## src/hw/rtl/ukf_pkg.sv

```systemverilog
// Shared constants, status codes and controller/datapath interface types for the unique key FIFO.
package ukf_pkg;

    localparam int DEPTH_DEF      = 16;
    localparam int KEY_WIDTH_DEF  = 32;
    localparam int DATA_WIDTH_DEF = 32;

    localparam int STATUS_W = 3;

    localparam logic [STATUS_W-1:0] ST_ENQUEUED  = 3'd0;
    localparam logic [STATUS_W-1:0] ST_DUPLICATE = 3'd1;
    localparam logic [STATUS_W-1:0] ST_FULL      = 3'd2;
    localparam logic [STATUS_W-1:0] ST_DEQUEUED  = 3'd3;
    localparam logic [STATUS_W-1:0] ST_EMPTY     = 3'd4;

    // Request kind carried in s_tuser
    localparam logic REQ_ENQUEUE = 1'b0;
    localparam logic REQ_DEQUEUE = 1'b1;

    typedef struct packed {
        logic load;     // capture the incoming transaction
        logic scan;     // step the duplicate key scan
        logic read;     // fetch the head entry
        logic commit;   // update the queue and register the result
    } ukf_cmd_t;

    typedef struct packed {
        logic empty;
        logic scan_hit;
        logic scan_last;
        logic out_free;
    } ukf_stat_t;

endpackage

```

## src/hw/rtl/ukf_ram.sv

```systemverilog
// Generic single-port-write, single-port-read RAM with registered read data.
module ukf_ram
    import ukf_pkg::*;
#(
    parameter int WIDTH = DATA_WIDTH_DEF,
    parameter int DEPTH = DEPTH_DEF
)
(
    input  logic                     clk,
    input  logic                     wr_en,
    input  logic [$clog2(DEPTH)-1:0] wr_addr,
    input  logic [WIDTH-1:0]         wr_data,
    input  logic                     rd_en,
    input  logic [$clog2(DEPTH)-1:0] rd_addr,
    output logic [WIDTH-1:0]         rd_data
);

    logic [WIDTH-1:0] mem [DEPTH];
    logic [WIDTH-1:0] rd_data_reg;

    always_ff @(posedge clk)
    begin
        if (wr_en)
        begin
            mem[wr_addr] <= wr_data;
        end
        if (rd_en)
        begin
            rd_data_reg <= mem[rd_addr];
        end
    end

    assign rd_data = rd_data_reg;

endmodule

```

## src/hw/rtl/ukf_ctrl.sv

```systemverilog
// Controller state machine sequencing accept, key scan, head read and commit.
module ukf_ctrl
    import ukf_pkg::*;
(
    input  logic      clk,
    input  logic      rst_n,
    input  logic      s_tvalid,
    output logic      s_tready,
    input  logic      s_tuser,
    input  ukf_stat_t stat,
    output ukf_cmd_t  cmd
);

    typedef enum logic [3:0] {
        S_IDLE   = 4'b0001,
        S_SCAN   = 4'b0010,
        S_READ   = 4'b0100,
        S_COMMIT = 4'b1000
    } ukf_state_t;

    ukf_state_t state_reg;
    ukf_state_t state_next;
    logic       accept;

    assign s_tready = (state_reg == S_IDLE);
    assign accept   = s_tvalid && s_tready;

    always_comb
    begin
        state_next = state_reg;
        cmd        = '0;
        unique case (state_reg)
            S_IDLE:
            begin
                if (accept)
                begin
                    cmd.load = 1'b1;
                    if (stat.empty)
                    begin
                        state_next = S_COMMIT;
                    end
                    else if (s_tuser == REQ_DEQUEUE)
                    begin
                        state_next = S_READ;
                    end
                    else
                    begin
                        state_next = S_SCAN;
                    end
                end
            end
            S_SCAN:
            begin
                cmd.scan = 1'b1;
                if (stat.scan_hit || stat.scan_last)
                begin
                    state_next = S_COMMIT;
                end
            end
            S_READ:
            begin
                cmd.read   = 1'b1;
                state_next = S_COMMIT;
            end
            S_COMMIT:
            begin
                // hold until the output register can take the result
                if (stat.out_free)
                begin
                    cmd.commit = 1'b1;
                    state_next = S_IDLE;
                end
            end
            default:
            begin
                state_next = S_IDLE;
            end
        endcase
    end

    always_ff @(posedge clk or negedge rst_n)
    begin
        if (!rst_n)
        begin
            state_reg <= S_IDLE;
        end
        else
        begin
            state_reg <= state_next;
        end
    end

endmodule

```

## src/hw/rtl/ukf_dpath.sv

```systemverilog
// Datapath: ring pointers, entry count, key and data stores, scan compare, result register.
module ukf_dpath
    import ukf_pkg::*;
#(
    parameter int DEPTH      = DEPTH_DEF,
    parameter int KEY_WIDTH  = KEY_WIDTH_DEF,
    parameter int DATA_WIDTH = DATA_WIDTH_DEF,
    localparam int OCC_W     = $clog2(DEPTH + 1),
    localparam int IN_W      = ((KEY_WIDTH + DATA_WIDTH + 7) / 8) * 8,
    localparam int OUT_W     = ((OCC_W + KEY_WIDTH + DATA_WIDTH + 7) / 8) * 8
)
(
    input  logic                clk,
    input  logic                rst_n,
    input  ukf_cmd_t            cmd,
    output ukf_stat_t           stat,
    input  logic [IN_W-1:0]     s_tdata,
    input  logic                s_tuser,
    output logic                m_tvalid,
    input  logic                m_tready,
    output logic [OUT_W-1:0]    m_tdata,
    output logic [STATUS_W-1:0] m_tuser
);

    localparam int PTR_W = $clog2(DEPTH);
    localparam int SUM_W = OCC_W + 1;

    function automatic logic [PTR_W-1:0] ring_add(input logic [PTR_W-1:0] base,
                                                  input logic [OCC_W-1:0] off);
        logic [SUM_W-1:0] s;
        s = SUM_W'(base) + SUM_W'(off);
        if (s >= SUM_W'(DEPTH))
        begin
            s = s - SUM_W'(DEPTH);
        end
        return s[PTR_W-1:0];
    endfunction

    logic                  req_reg;
    logic [KEY_WIDTH-1:0]  key_reg;
    logic [DATA_WIDTH-1:0] data_reg;

    logic [PTR_W-1:0]      head_reg,  head_next;
    logic [PTR_W-1:0]      tail_reg,  tail_next;
    logic [OCC_W-1:0]      count_reg, count_next;
    logic [OCC_W-1:0]      issue_reg, issue_next;
    logic                  cmp_valid_reg, cmp_valid_next;
    logic                  cmp_last_reg,  cmp_last_next;
    logic                  dup_reg,       dup_next;
    logic                  out_valid_reg, out_valid_next;

    logic [STATUS_W-1:0]   out_status_reg, out_status_next;
    logic [OCC_W-1:0]      out_occ_reg,    out_occ_next;
    logic [KEY_WIDTH-1:0]  out_key_reg,    out_key_next;
    logic [DATA_WIDTH-1:0] out_data_reg,   out_data_next;

    logic                  scan_rd;
    logic [PTR_W-1:0]      scan_addr;
    logic                  key_rd_en;
    logic [PTR_W-1:0]      key_rd_addr;
    logic [KEY_WIDTH-1:0]  key_rd_data;
    logic [DATA_WIDTH-1:0] data_rd_data;
    logic                  wr_en;
    logic                  hit;
    logic                  full;

    assign full      = (count_reg == OCC_W'(DEPTH));
    assign scan_rd   = cmd.scan && (issue_reg < count_reg);
    assign scan_addr = ring_add(head_reg, issue_reg);
    assign key_rd_en   = scan_rd || cmd.read;
    assign key_rd_addr = cmd.read ? head_reg : scan_addr;
    assign hit         = cmp_valid_reg && (key_rd_data == key_reg);

    assign stat.empty     = (count_reg == '0);
    assign stat.scan_hit  = hit;
    assign stat.scan_last = cmp_valid_reg && cmp_last_reg;
    assign stat.out_free  = !out_valid_reg || m_tready;

    ukf_ram #(
        .WIDTH (KEY_WIDTH),
        .DEPTH (DEPTH)
    ) u_key_ram (
        .clk     (clk),
        .wr_en   (wr_en),
        .wr_addr (tail_reg),
        .wr_data (key_reg),
        .rd_en   (key_rd_en),
        .rd_addr (key_rd_addr),
        .rd_data (key_rd_data)
    );

    ukf_ram #(
        .WIDTH (DATA_WIDTH),
        .DEPTH (DEPTH)
    ) u_data_ram (
        .clk     (clk),
        .wr_en   (wr_en),
        .wr_addr (tail_reg),
        .wr_data (data_reg),
        .rd_en   (cmd.read),
        .rd_addr (head_reg),
        .rd_data (data_rd_data)
    );

    always_comb
    begin
        head_next       = head_reg;
        tail_next       = tail_reg;
        count_next      = count_reg;
        issue_next      = issue_reg;
        cmp_valid_next  = 1'b0;
        cmp_last_next   = 1'b0;
        dup_next        = dup_reg;
        wr_en           = 1'b0;
        out_status_next = out_status_reg;
        out_occ_next    = out_occ_reg;
        out_key_next    = out_key_reg;
        out_data_next   = out_data_reg;
        out_valid_next  = out_valid_reg && !m_tready;

        if (cmd.load)
        begin
            issue_next = '0;
            dup_next   = 1'b0;
        end

        // issue one key read per cycle, compare it the cycle after
        if (scan_rd)
        begin
            issue_next     = issue_reg + OCC_W'(1);
            cmp_valid_next = 1'b1;
            cmp_last_next  = ((issue_reg + OCC_W'(1)) == count_reg);
        end
        if (cmd.scan && hit)
        begin
            dup_next = 1'b1;
        end

        if (cmd.commit)
        begin
            out_valid_next = 1'b1;
            out_key_next   = '0;
            out_data_next  = '0;
            if (req_reg == REQ_ENQUEUE)
            begin
                if (dup_reg)
                begin
                    out_status_next = ST_DUPLICATE;
                end
                else if (full)
                begin
                    out_status_next = ST_FULL;
                end
                else
                begin
                    wr_en           = 1'b1;
                    tail_next       = ring_add(tail_reg, OCC_W'(1));
                    count_next      = count_reg + OCC_W'(1);
                    out_status_next = ST_ENQUEUED;
                end
            end
            else
            begin
                if (count_reg == '0)
                begin
                    out_status_next = ST_EMPTY;
                end
                else
                begin
                    head_next       = ring_add(head_reg, OCC_W'(1));
                    count_next      = count_reg - OCC_W'(1);
                    out_status_next = ST_DEQUEUED;
                    out_key_next    = key_rd_data;
                    out_data_next   = data_rd_data;
                end
            end
            out_occ_next = count_next;
        end
    end

    always_ff @(posedge clk or negedge rst_n)
    begin
        if (!rst_n)
        begin
            head_reg      <= '0;
            tail_reg      <= '0;
            count_reg     <= '0;
            issue_reg     <= '0;
            cmp_valid_reg <= 1'b0;
            cmp_last_reg  <= 1'b0;
            dup_reg       <= 1'b0;
            out_valid_reg <= 1'b0;
        end
        else
        begin
            head_reg      <= head_next;
            tail_reg      <= tail_next;
            count_reg     <= count_next;
            issue_reg     <= issue_next;
            cmp_valid_reg <= cmp_valid_next;
            cmp_last_reg  <= cmp_last_next;
            dup_reg       <= dup_next;
            out_valid_reg <= out_valid_next;
        end
    end

    always_ff @(posedge clk)
    begin
        if (cmd.load)
        begin
            req_reg  <= s_tuser;
            key_reg  <= s_tdata[KEY_WIDTH-1:0];
            data_reg <= s_tdata[KEY_WIDTH +: DATA_WIDTH];
        end
        out_status_reg <= out_status_next;
        out_occ_reg    <= out_occ_next;
        out_key_reg    <= out_key_next;
        out_data_reg   <= out_data_next;
    end

    assign m_tvalid = out_valid_reg;
    assign m_tuser  = out_status_reg;
    assign m_tdata  = OUT_W'({out_data_reg, out_key_reg, out_occ_reg});

endmodule

```

## src/hw/rtl/unique_key_fifo_unit.sv

```systemverilog
// Top level of the unique key FIFO: controller and datapath joined by command and status.
//
// A queue of key/data pairs that refuses an enqueue whose key matches a held entry.
// Slave channel: one transaction per request; s_tuser selects enqueue (0) or dequeue (1),
// s_tdata carries the key and data to enqueue.
// Master channel: one transaction per request; m_tuser is the status code
// (enqueued, duplicate, full, dequeued, empty), m_tdata the occupancy after the request
// and, on a dequeue, the removed key and data (zero otherwise).
// One request at a time, accept to next accept: an enqueue walks the held keys with one
// key-store read per cycle, then compares the last key and commits; on an empty queue it
// goes straight to commit. A dequeue reads the head from the stores, then commits; on an
// empty queue it goes straight to commit.
// The scan stops early at the first matching key.
// The result appears on the master side in the cycle after commit and waits in an output
// register; a stalled receiver holds the block in commit once the next result is ready.
// Reset clears the pointers, the count and the output valid; the stores are not cleared
// and are only read at entries that were written.
module unique_key_fifo_unit
    import ukf_pkg::*;
#(
    parameter int DEPTH      = DEPTH_DEF,
    parameter int KEY_WIDTH  = KEY_WIDTH_DEF,
    parameter int DATA_WIDTH = DATA_WIDTH_DEF,
    localparam int OCC_W     = $clog2(DEPTH + 1),
    localparam int IN_W      = ((KEY_WIDTH + DATA_WIDTH + 7) / 8) * 8,
    localparam int OUT_W     = ((OCC_W + KEY_WIDTH + DATA_WIDTH + 7) / 8) * 8
)
(
    input  logic                clk,
    input  logic                rst_n,
    input  logic                s_tvalid,
    output logic                s_tready,
    input  logic [IN_W-1:0]     s_tdata,   // entry_key, entry_data, zero pad
    input  logic                s_tuser,   // req_type
    output logic                m_tvalid,
    input  logic                m_tready,
    output logic [OUT_W-1:0]    m_tdata,   // occupancy, removed_key, removed_data, zero pad
    output logic [STATUS_W-1:0] m_tuser    // status
);

    ukf_cmd_t  cmd;
    ukf_stat_t stat;

    ukf_ctrl u_ctrl (
        .clk      (clk),
        .rst_n    (rst_n),
        .s_tvalid (s_tvalid),
        .s_tready (s_tready),
        .s_tuser  (s_tuser),
        .stat     (stat),
        .cmd      (cmd)
    );

    ukf_dpath #(
        .DEPTH      (DEPTH),
        .KEY_WIDTH  (KEY_WIDTH),
        .DATA_WIDTH (DATA_WIDTH)
    ) u_dpath (
        .clk      (clk),
        .rst_n    (rst_n),
        .cmd      (cmd),
        .stat     (stat),
        .s_tdata  (s_tdata),
        .s_tuser  (s_tuser),
        .m_tvalid (m_tvalid),
        .m_tready (m_tready),
        .m_tdata  (m_tdata),
        .m_tuser  (m_tuser)
    );

endmodule

```

## config.mk

```make
export PLATFORM = sky130hd
export DESIGN_NAME = unique_key_fifo_unit
export DESIGN_NICKNAME = d
export VERILOG_FILES = /design/src/hw/rtl/ukf_pkg.sv /design/src/hw/rtl/ukf_ram.sv /design/src/hw/rtl/ukf_ctrl.sv /design/src/hw/rtl/ukf_dpath.sv /design/src/hw/rtl/unique_key_fifo_unit.sv
export SDC_FILE = /design/constraint.sdc
export NUM_CORES = 1
export LEC_CHECK = 0
export ABC_CLOCK_PERIOD_IN_PS = 15250
export BUFFER_PORTS_ARGS = -buffer_cell sky130_fd_sc_hd__buf_2
export CORE_MARGIN = 2
export CORE_UTILIZATION = 52
export CTS_CLUSTER_SIZE = 12
export DETAILED_ROUTE_END_ITERATION = 7
export PLACE_DENSITY = 0.66
export SYNTH_ARGS = -nofsm -noshare
export SYNTH_HDL_FRONTEND = slang
export SYNTH_SLANG_ARGS = --single-unit
```

## constraint.sdc

```tcl
create_clock -name clk -period 15.25 [get_ports clk]
set_input_delay 1.525 -clock clk [delete_from_list [all_inputs] [get_ports clk]]
set_output_delay 1.525 -clock clk [all_outputs]
set_load 0.02 [all_outputs]
```

==> flow_summary.html <==
<table>
<tr><th>Metric</th><th>Value</th></tr>
<tr><th colspan="2">Synth</th></tr>
<tr><td>Post-synthesis cell area</td><td>between 0.04 and 0.05 mm^2</td></tr>
<tr><td>Number of different library cells in the post-synthesis netlist</td><td>between 50 and 60</td></tr>
<tr><td>Combinational family with the most area after synthesis</td><td>multiplexers</td></tr>
<tr><td>FF+latch count, synth</td><td>approximately 1300</td></tr>
<tr><td>Sequential-to-total area share from yosys stat</td><td>approximately 78%</td></tr>
<tr><td>Post-synthesis async set-or-reset flop share</td><td>just over 2%</td></tr>
<tr><td>Simple-gate share of the synthesized area</td><td>between 2 and 3%</td></tr>
<tr><td>Number of warnings printed during yosys synthesis</td><td>0</td></tr>
<tr><td>Post-synthesis share of cell area spent on xor and xnor gates</td><td>less than 1%</td></tr>
<tr><td>Number of synthesized flops with an enable pin</td><td>between 1000 and 1500</td></tr>
<tr><td>Share of synthesized cell area in full adder, half adder and majority cells</td><td>less than 1%</td></tr>
<tr><td>Fraction of the mapped netlist area in compound gates</td><td>under 10%</td></tr>
<tr><td>Mapped Cells</td><td>~2400</td></tr>
<tr><td>Ys flop type</td><td>sky130_fd_sc_hd__edfxtp_1</td></tr>
<tr><td>Average cell area after synthesis</td><td>approximately 20 um^2</td></tr>
<tr><td>Multiplexer share of the synthesized area</td><td>13.80%</td></tr>
<tr><th colspan="2">Routing</th></tr>
<tr><td>Routed wire length</td><td>106100 um</td></tr>
<tr><td>Average routed wire per standard cell</td><td>approximately 28 um</td></tr>
<tr><td>Count of TritonRoute iterations in the first routing pass</td><td>5</td></tr>
<tr><td>Drt via density</td><td>about 6</td></tr>
<tr><td>Count of unresolved DRC violations after routing</td><td>0</td></tr>
<tr><td>Drt first-iter violations</td><td>2344</td></tr>
<tr><td>Remaining antenna violation count</td><td>0</td></tr>
<tr><td>DR vias</td><td>around 23000</td></tr>
<tr><th colspan="2">GRT</th></tr>
<tr><td>Number of global-route vias before repair</td><td>approximately 24000</td></tr>
<tr><td>Global routing usage summed across all routing layers</td><td>a little under a quarter</td></tr>
<tr><td>Antenna violations before repair</td><td>3</td></tr>
<tr><td>Wire length of the first global-routing pass</td><td>roughly 160000 um</td></tr>
<tr><td>Total overflow reported by the global router</td><td>0</td></tr>
<tr><td>Maximum number of pins on one net before global-route repair</td><td>between 150 and 200</td></tr>
<tr><th colspan="2">Power</th></tr>
<tr><td>Power per cell area</td><td>roughly 170 mW/mm^2</td></tr>
<tr><td>Post-layout power</td><td>roughly 0.009 W</td></tr>
<tr><td>Leakage power</td><td>around 18 nW</td></tr>
<tr><td>Worst-case vdd ir drop</td><td>around 0.20 mV</td></tr>
<tr><th colspan="2">Finish</th></tr>
<tr><td>Proportion of layout cells with a drive suffix above 1</td><td>22.58%</td></tr>
<tr><td>Most common cell after layout, fill and taps aside</td><td>sky130_fd_sc_hd__edfxtp_1</td></tr>
<tr><td>Filler instances</td><td>around 6600</td></tr>
<tr><td>Top flop regs</td><td>u_dpath.u_data_ram.mem (512), u_dpath.u_key_ram.mem (512)</td></tr>
<tr><td>Number of nets at the end of the flow</td><td>between 2000 and 3000</td></tr>
<tr><td>Post-route insts no fill</td><td>3843</td></tr>
<tr><td>Count of inserted antenna diode cells</td><td>0</td></tr>
<tr><td>Most used cells in the layout excluding fill and tap cells</td><td>sky130_fd_sc_hd__edfxtp_1 (1225), sky130_fd_sc_hd__mux2i_1 (227), sky130_fd_sc_hd__mux4_2 (160)</td></tr>
<tr><td>Area Overhead vs Synth</td><td>12.52%</td></tr>
<tr><th colspan="2">Floorplan</th></tr>
<tr><td>Placement row count</td><td>around 110</td></tr>
<tr><td>Total I/O pin count</td><td>approximately 150</td></tr>
<tr><td>CORE AREA</td><td>0.09166 mm^2</td></tr>
<tr><td>Floorplan die height</td><td>307.9 um</td></tr>
<tr><td>Area of the die</td><td>around 0.095 mm^2</td></tr>
<tr><td>Starting Density</td><td>between 50% and 60%</td></tr>
<tr><td>Horizontal die dimension</td><td>just over 300 um</td></tr>
<tr><th colspan="2">Timing</th></tr>
<tr><td>Number of pins exceeding their max-slew limit in the final report</td><td>0</td></tr>
<tr><td>Unrepaired setup endpoints after global routing</td><td>false</td></tr>
<tr><td>Period utilization</td><td>a little over a third</td></tr>
<tr><td>Final Hold Vio Count</td><td>0</td></tr>
<tr><td>Final total negative setup slack</td><td>0 ps</td></tr>
<tr><td>Post-layout minimum cycle time</td><td>between 5000 and 6000 ps</td></tr>
<tr><td>Fin Clk Skew</td><td>approximately 26 ps</td></tr>
<tr><td>PnR worst setup slack</td><td>just under 10000 ps</td></tr>
<tr><td>Least-Margin Pin Slew</td><td>roughly 1400 ps</td></tr>
<tr><td>Worst max-slew margin expressed relative to the limit</td><td>under 10%</td></tr>
<tr><td>Max Clk Rate</td><td>about 0.19 GHz</td></tr>
<tr><td>Count of endpoints failing setup in the final report</td><td>0</td></tr>
<tr><td>Hold WS</td><td>between 500 and 600 ps</td></tr>
<tr><th colspan="2">Critical path</th></tr>
<tr><td>Required @ worst endpoint</td><td>~16000 ps</td></tr>
<tr><td>Arrival time worst endpoint</td><td>~5800 ps</td></tr>
<tr><td>Category of the worst setup path launch point</td><td>register</td></tr>
<tr><td>Kind of end point of the critical path</td><td>register</td></tr>
<tr><td>Maximum fanout encountered on the critical timing path</td><td>140</td></tr>
<tr><td>Kind of critical path</td><td>register to register</td></tr>
<tr><th colspan="2">Clocking</th></tr>
<tr><td>Hold-fix buffer count after cts</td><td>0</td></tr>
<tr><td>Number of setup buffers added after CTS</td><td>0</td></tr>
<tr><td>Number of H-tree levels</td><td>4</td></tr>
<tr><td>CTS tree</td><td>yes</td></tr>
<tr><td>Number of buffers inserted during clock tree synthesis</td><td>132</td></tr>
<tr><td>Clock sink count</td><td>approximately 1300</td></tr>
<tr><td>Maximum root-to-sink buffer count</td><td>3</td></tr>
<tr><td>Post-cts gate resize count</td><td>0</td></tr>
<tr><td>CTS root buffer</td><td>sky130_fd_sc_hd__clkbuf_16</td></tr>
<tr><td>Clock edge transition at the registers on the reported setup and hold paths</td><td>about 60 ps</td></tr>
<tr><td>Worst-Skew Late Latency</td><td>about 750 ps</td></tr>
<tr><th colspan="2">Run</th></tr>
<tr><td>Max-capacitance violation count</td><td>0</td></tr>
<tr><th colspan="2">Placed design</th></tr>
<tr><td>Hpwl dp</td><td>around 55000 um</td></tr>
<tr><td>Final GP Congestion</td><td>about 0.79</td></tr>
<tr><td>Pre-CTS WS</td><td>between 9000 and 10000 ps</td></tr>
<tr><td>Instance count after placement with tap cells included</td><td>roughly 3600</td></tr>
<tr><td>Count of buffers inserted at the top-level ports</td><td>between 100 and 150</td></tr>
<tr><th colspan="2">Hold path</th></tr>
<tr><td>Worst min-delay path category</td><td>register to register</td></tr>
<tr><th colspan="2">Status</th></tr>
<tr><td>Outcome</td><td>finished, final reports clean</td></tr>
</table>
## final cells by class
cell class | instances | area [um^2] | share of cell area [%]
inverters | 16 | 70.07 | 0.1296
clock inverters | 42 | 421.7 | 0.7801
well taps | 1186 | 1484 | 2.746
clock buffers | 178 | 3518 | 6.510
multi-input cells | 988 | 10070 | 18.63
repair buffers | 182 | 1036 | 1.917
flip-flops and latches | 1251 | 37450 | 69.28
## logic make-up (layout without fill, tap and decap cells)
family | count (synthesis) | in the layout
other | 1 | 3
multiplexers | 453 | 453
AND/OR/NAND/NOR | 296 | 296
AO/OA/AOI/OAI | 166 | 166
buffers and inverters | 143 | 418
adder cells (fa/ha/maj) | 17 | 17
flip-flops | 1251 | 1251
XOR/XNOR | 53 | 53
## metrics by stage
stage,instance area (um^2),util [%]
3_3_place_gp,50110,54.67
5_1_grt,54050,58.96
6_report,54050,58.96
4_1_cts,54050,58.96
3_5_place_dp,50110,54.67
2_1_floorplan,48040,-
## worst max-delay path, cell delays in order, from the launching register on
cell and delay, ps:
sky130_fd_sc_hd__dfrtp_4 1010, sky130_fd_sc_hd__ha_1 410, sky130_fd_sc_hd__mux2i_4 180, sky130_fd_sc_hd__buf_12 620, sky130_fd_sc_hd__buf_4 920, sky130_fd_sc_hd__buf_4 850
sky130_fd_sc_hd__mux2_2 410, sky130_fd_sc_hd__a21oi_1 200, sky130_fd_sc_hd__o221ai_1 150
## final timing paths
kind / slack, ps / startpoint / cells past startpoint / endpoint
max: 9880 / u_dpath.head_reg[0]$_DFFE_PN0P_ / 8 / u_dpath.u_key_ram.rd_data[20]$_DFFE_PP_
max reg2reg: 9880 / u_dpath.head_reg[0]$_DFFE_PN0P_ / 8 / u_dpath.u_key_ram.rd_data[20]$_DFFE_PP_
min in group asynchronous: 800 / rst_n / 1 / u_ctrl.state_reg[3]$_DFFE_PN0P_
min reg2reg: 560 / u_dpath.u_data_ram.rd_data[9]$_DFFE_PP_ / 1 / u_dpath.out_data_reg[9]$_SDFFCE_PP0P_
min: 560 / u_dpath.u_data_ram.rd_data[9]$_DFFE_PP_ / 1 / u_dpath.out_data_reg[9]$_SDFFCE_PP0P_
max in group asynchronous: 13970 / rst_n / 1 / u_dpath.head_reg[0]$_DFFE_PN0P_
## cells in the mapped netlist (23+ instances only)
library cell	count	area share, %
sky130_fd_sc_hd__nor2_1	87	0.68
sky130_fd_sc_hd__o221ai_1	31	0.57
sky130_fd_sc_hd__dfrtp_1	25	1.3
sky130_fd_sc_hd__mux2i_1	227	4.7
sky130_fd_sc_hd__buf_2	23	0.24
sky130_fd_sc_hd__xor2_1	37	0.67
sky130_fd_sc_hd__clkbuf_1	67	0.52
sky130_fd_sc_hd__mux4_2	160	7.5
sky130_fd_sc_hd__mux2_2	61	1.4
sky130_fd_sc_hd__and3_1	66	0.86
sky130_fd_sc_hd__a32oi_1	31	0.57
sky130_fd_sc_hd__nand2_1	92	0.72
sky130_fd_sc_hd__a21oi_1	72	0.75
sky130_fd_sc_hd__edfxtp_1	1225	77
## report_power, final
| part | leakage [nW] | internal (W) | switching (W) |
|---|---|---|---|
| logic | 5.02 | 0.000814 | 0.000955 |
| registers | 11.4 | 0.00414 | 0.000312 |
| clock network | 1.91 | 0.00168 | 0.00128 |
## metal layers
metal	global-route usage, %	up-vias	wire [um]
met5	0	-	0
met4	5.888	0	1893
met3	4.013	144	6835
met2	37.09	825	52740
met1	31.90	12168	44640
li1	-	10008	-
No activity file was read; power rests on OpenSTA's default activity.
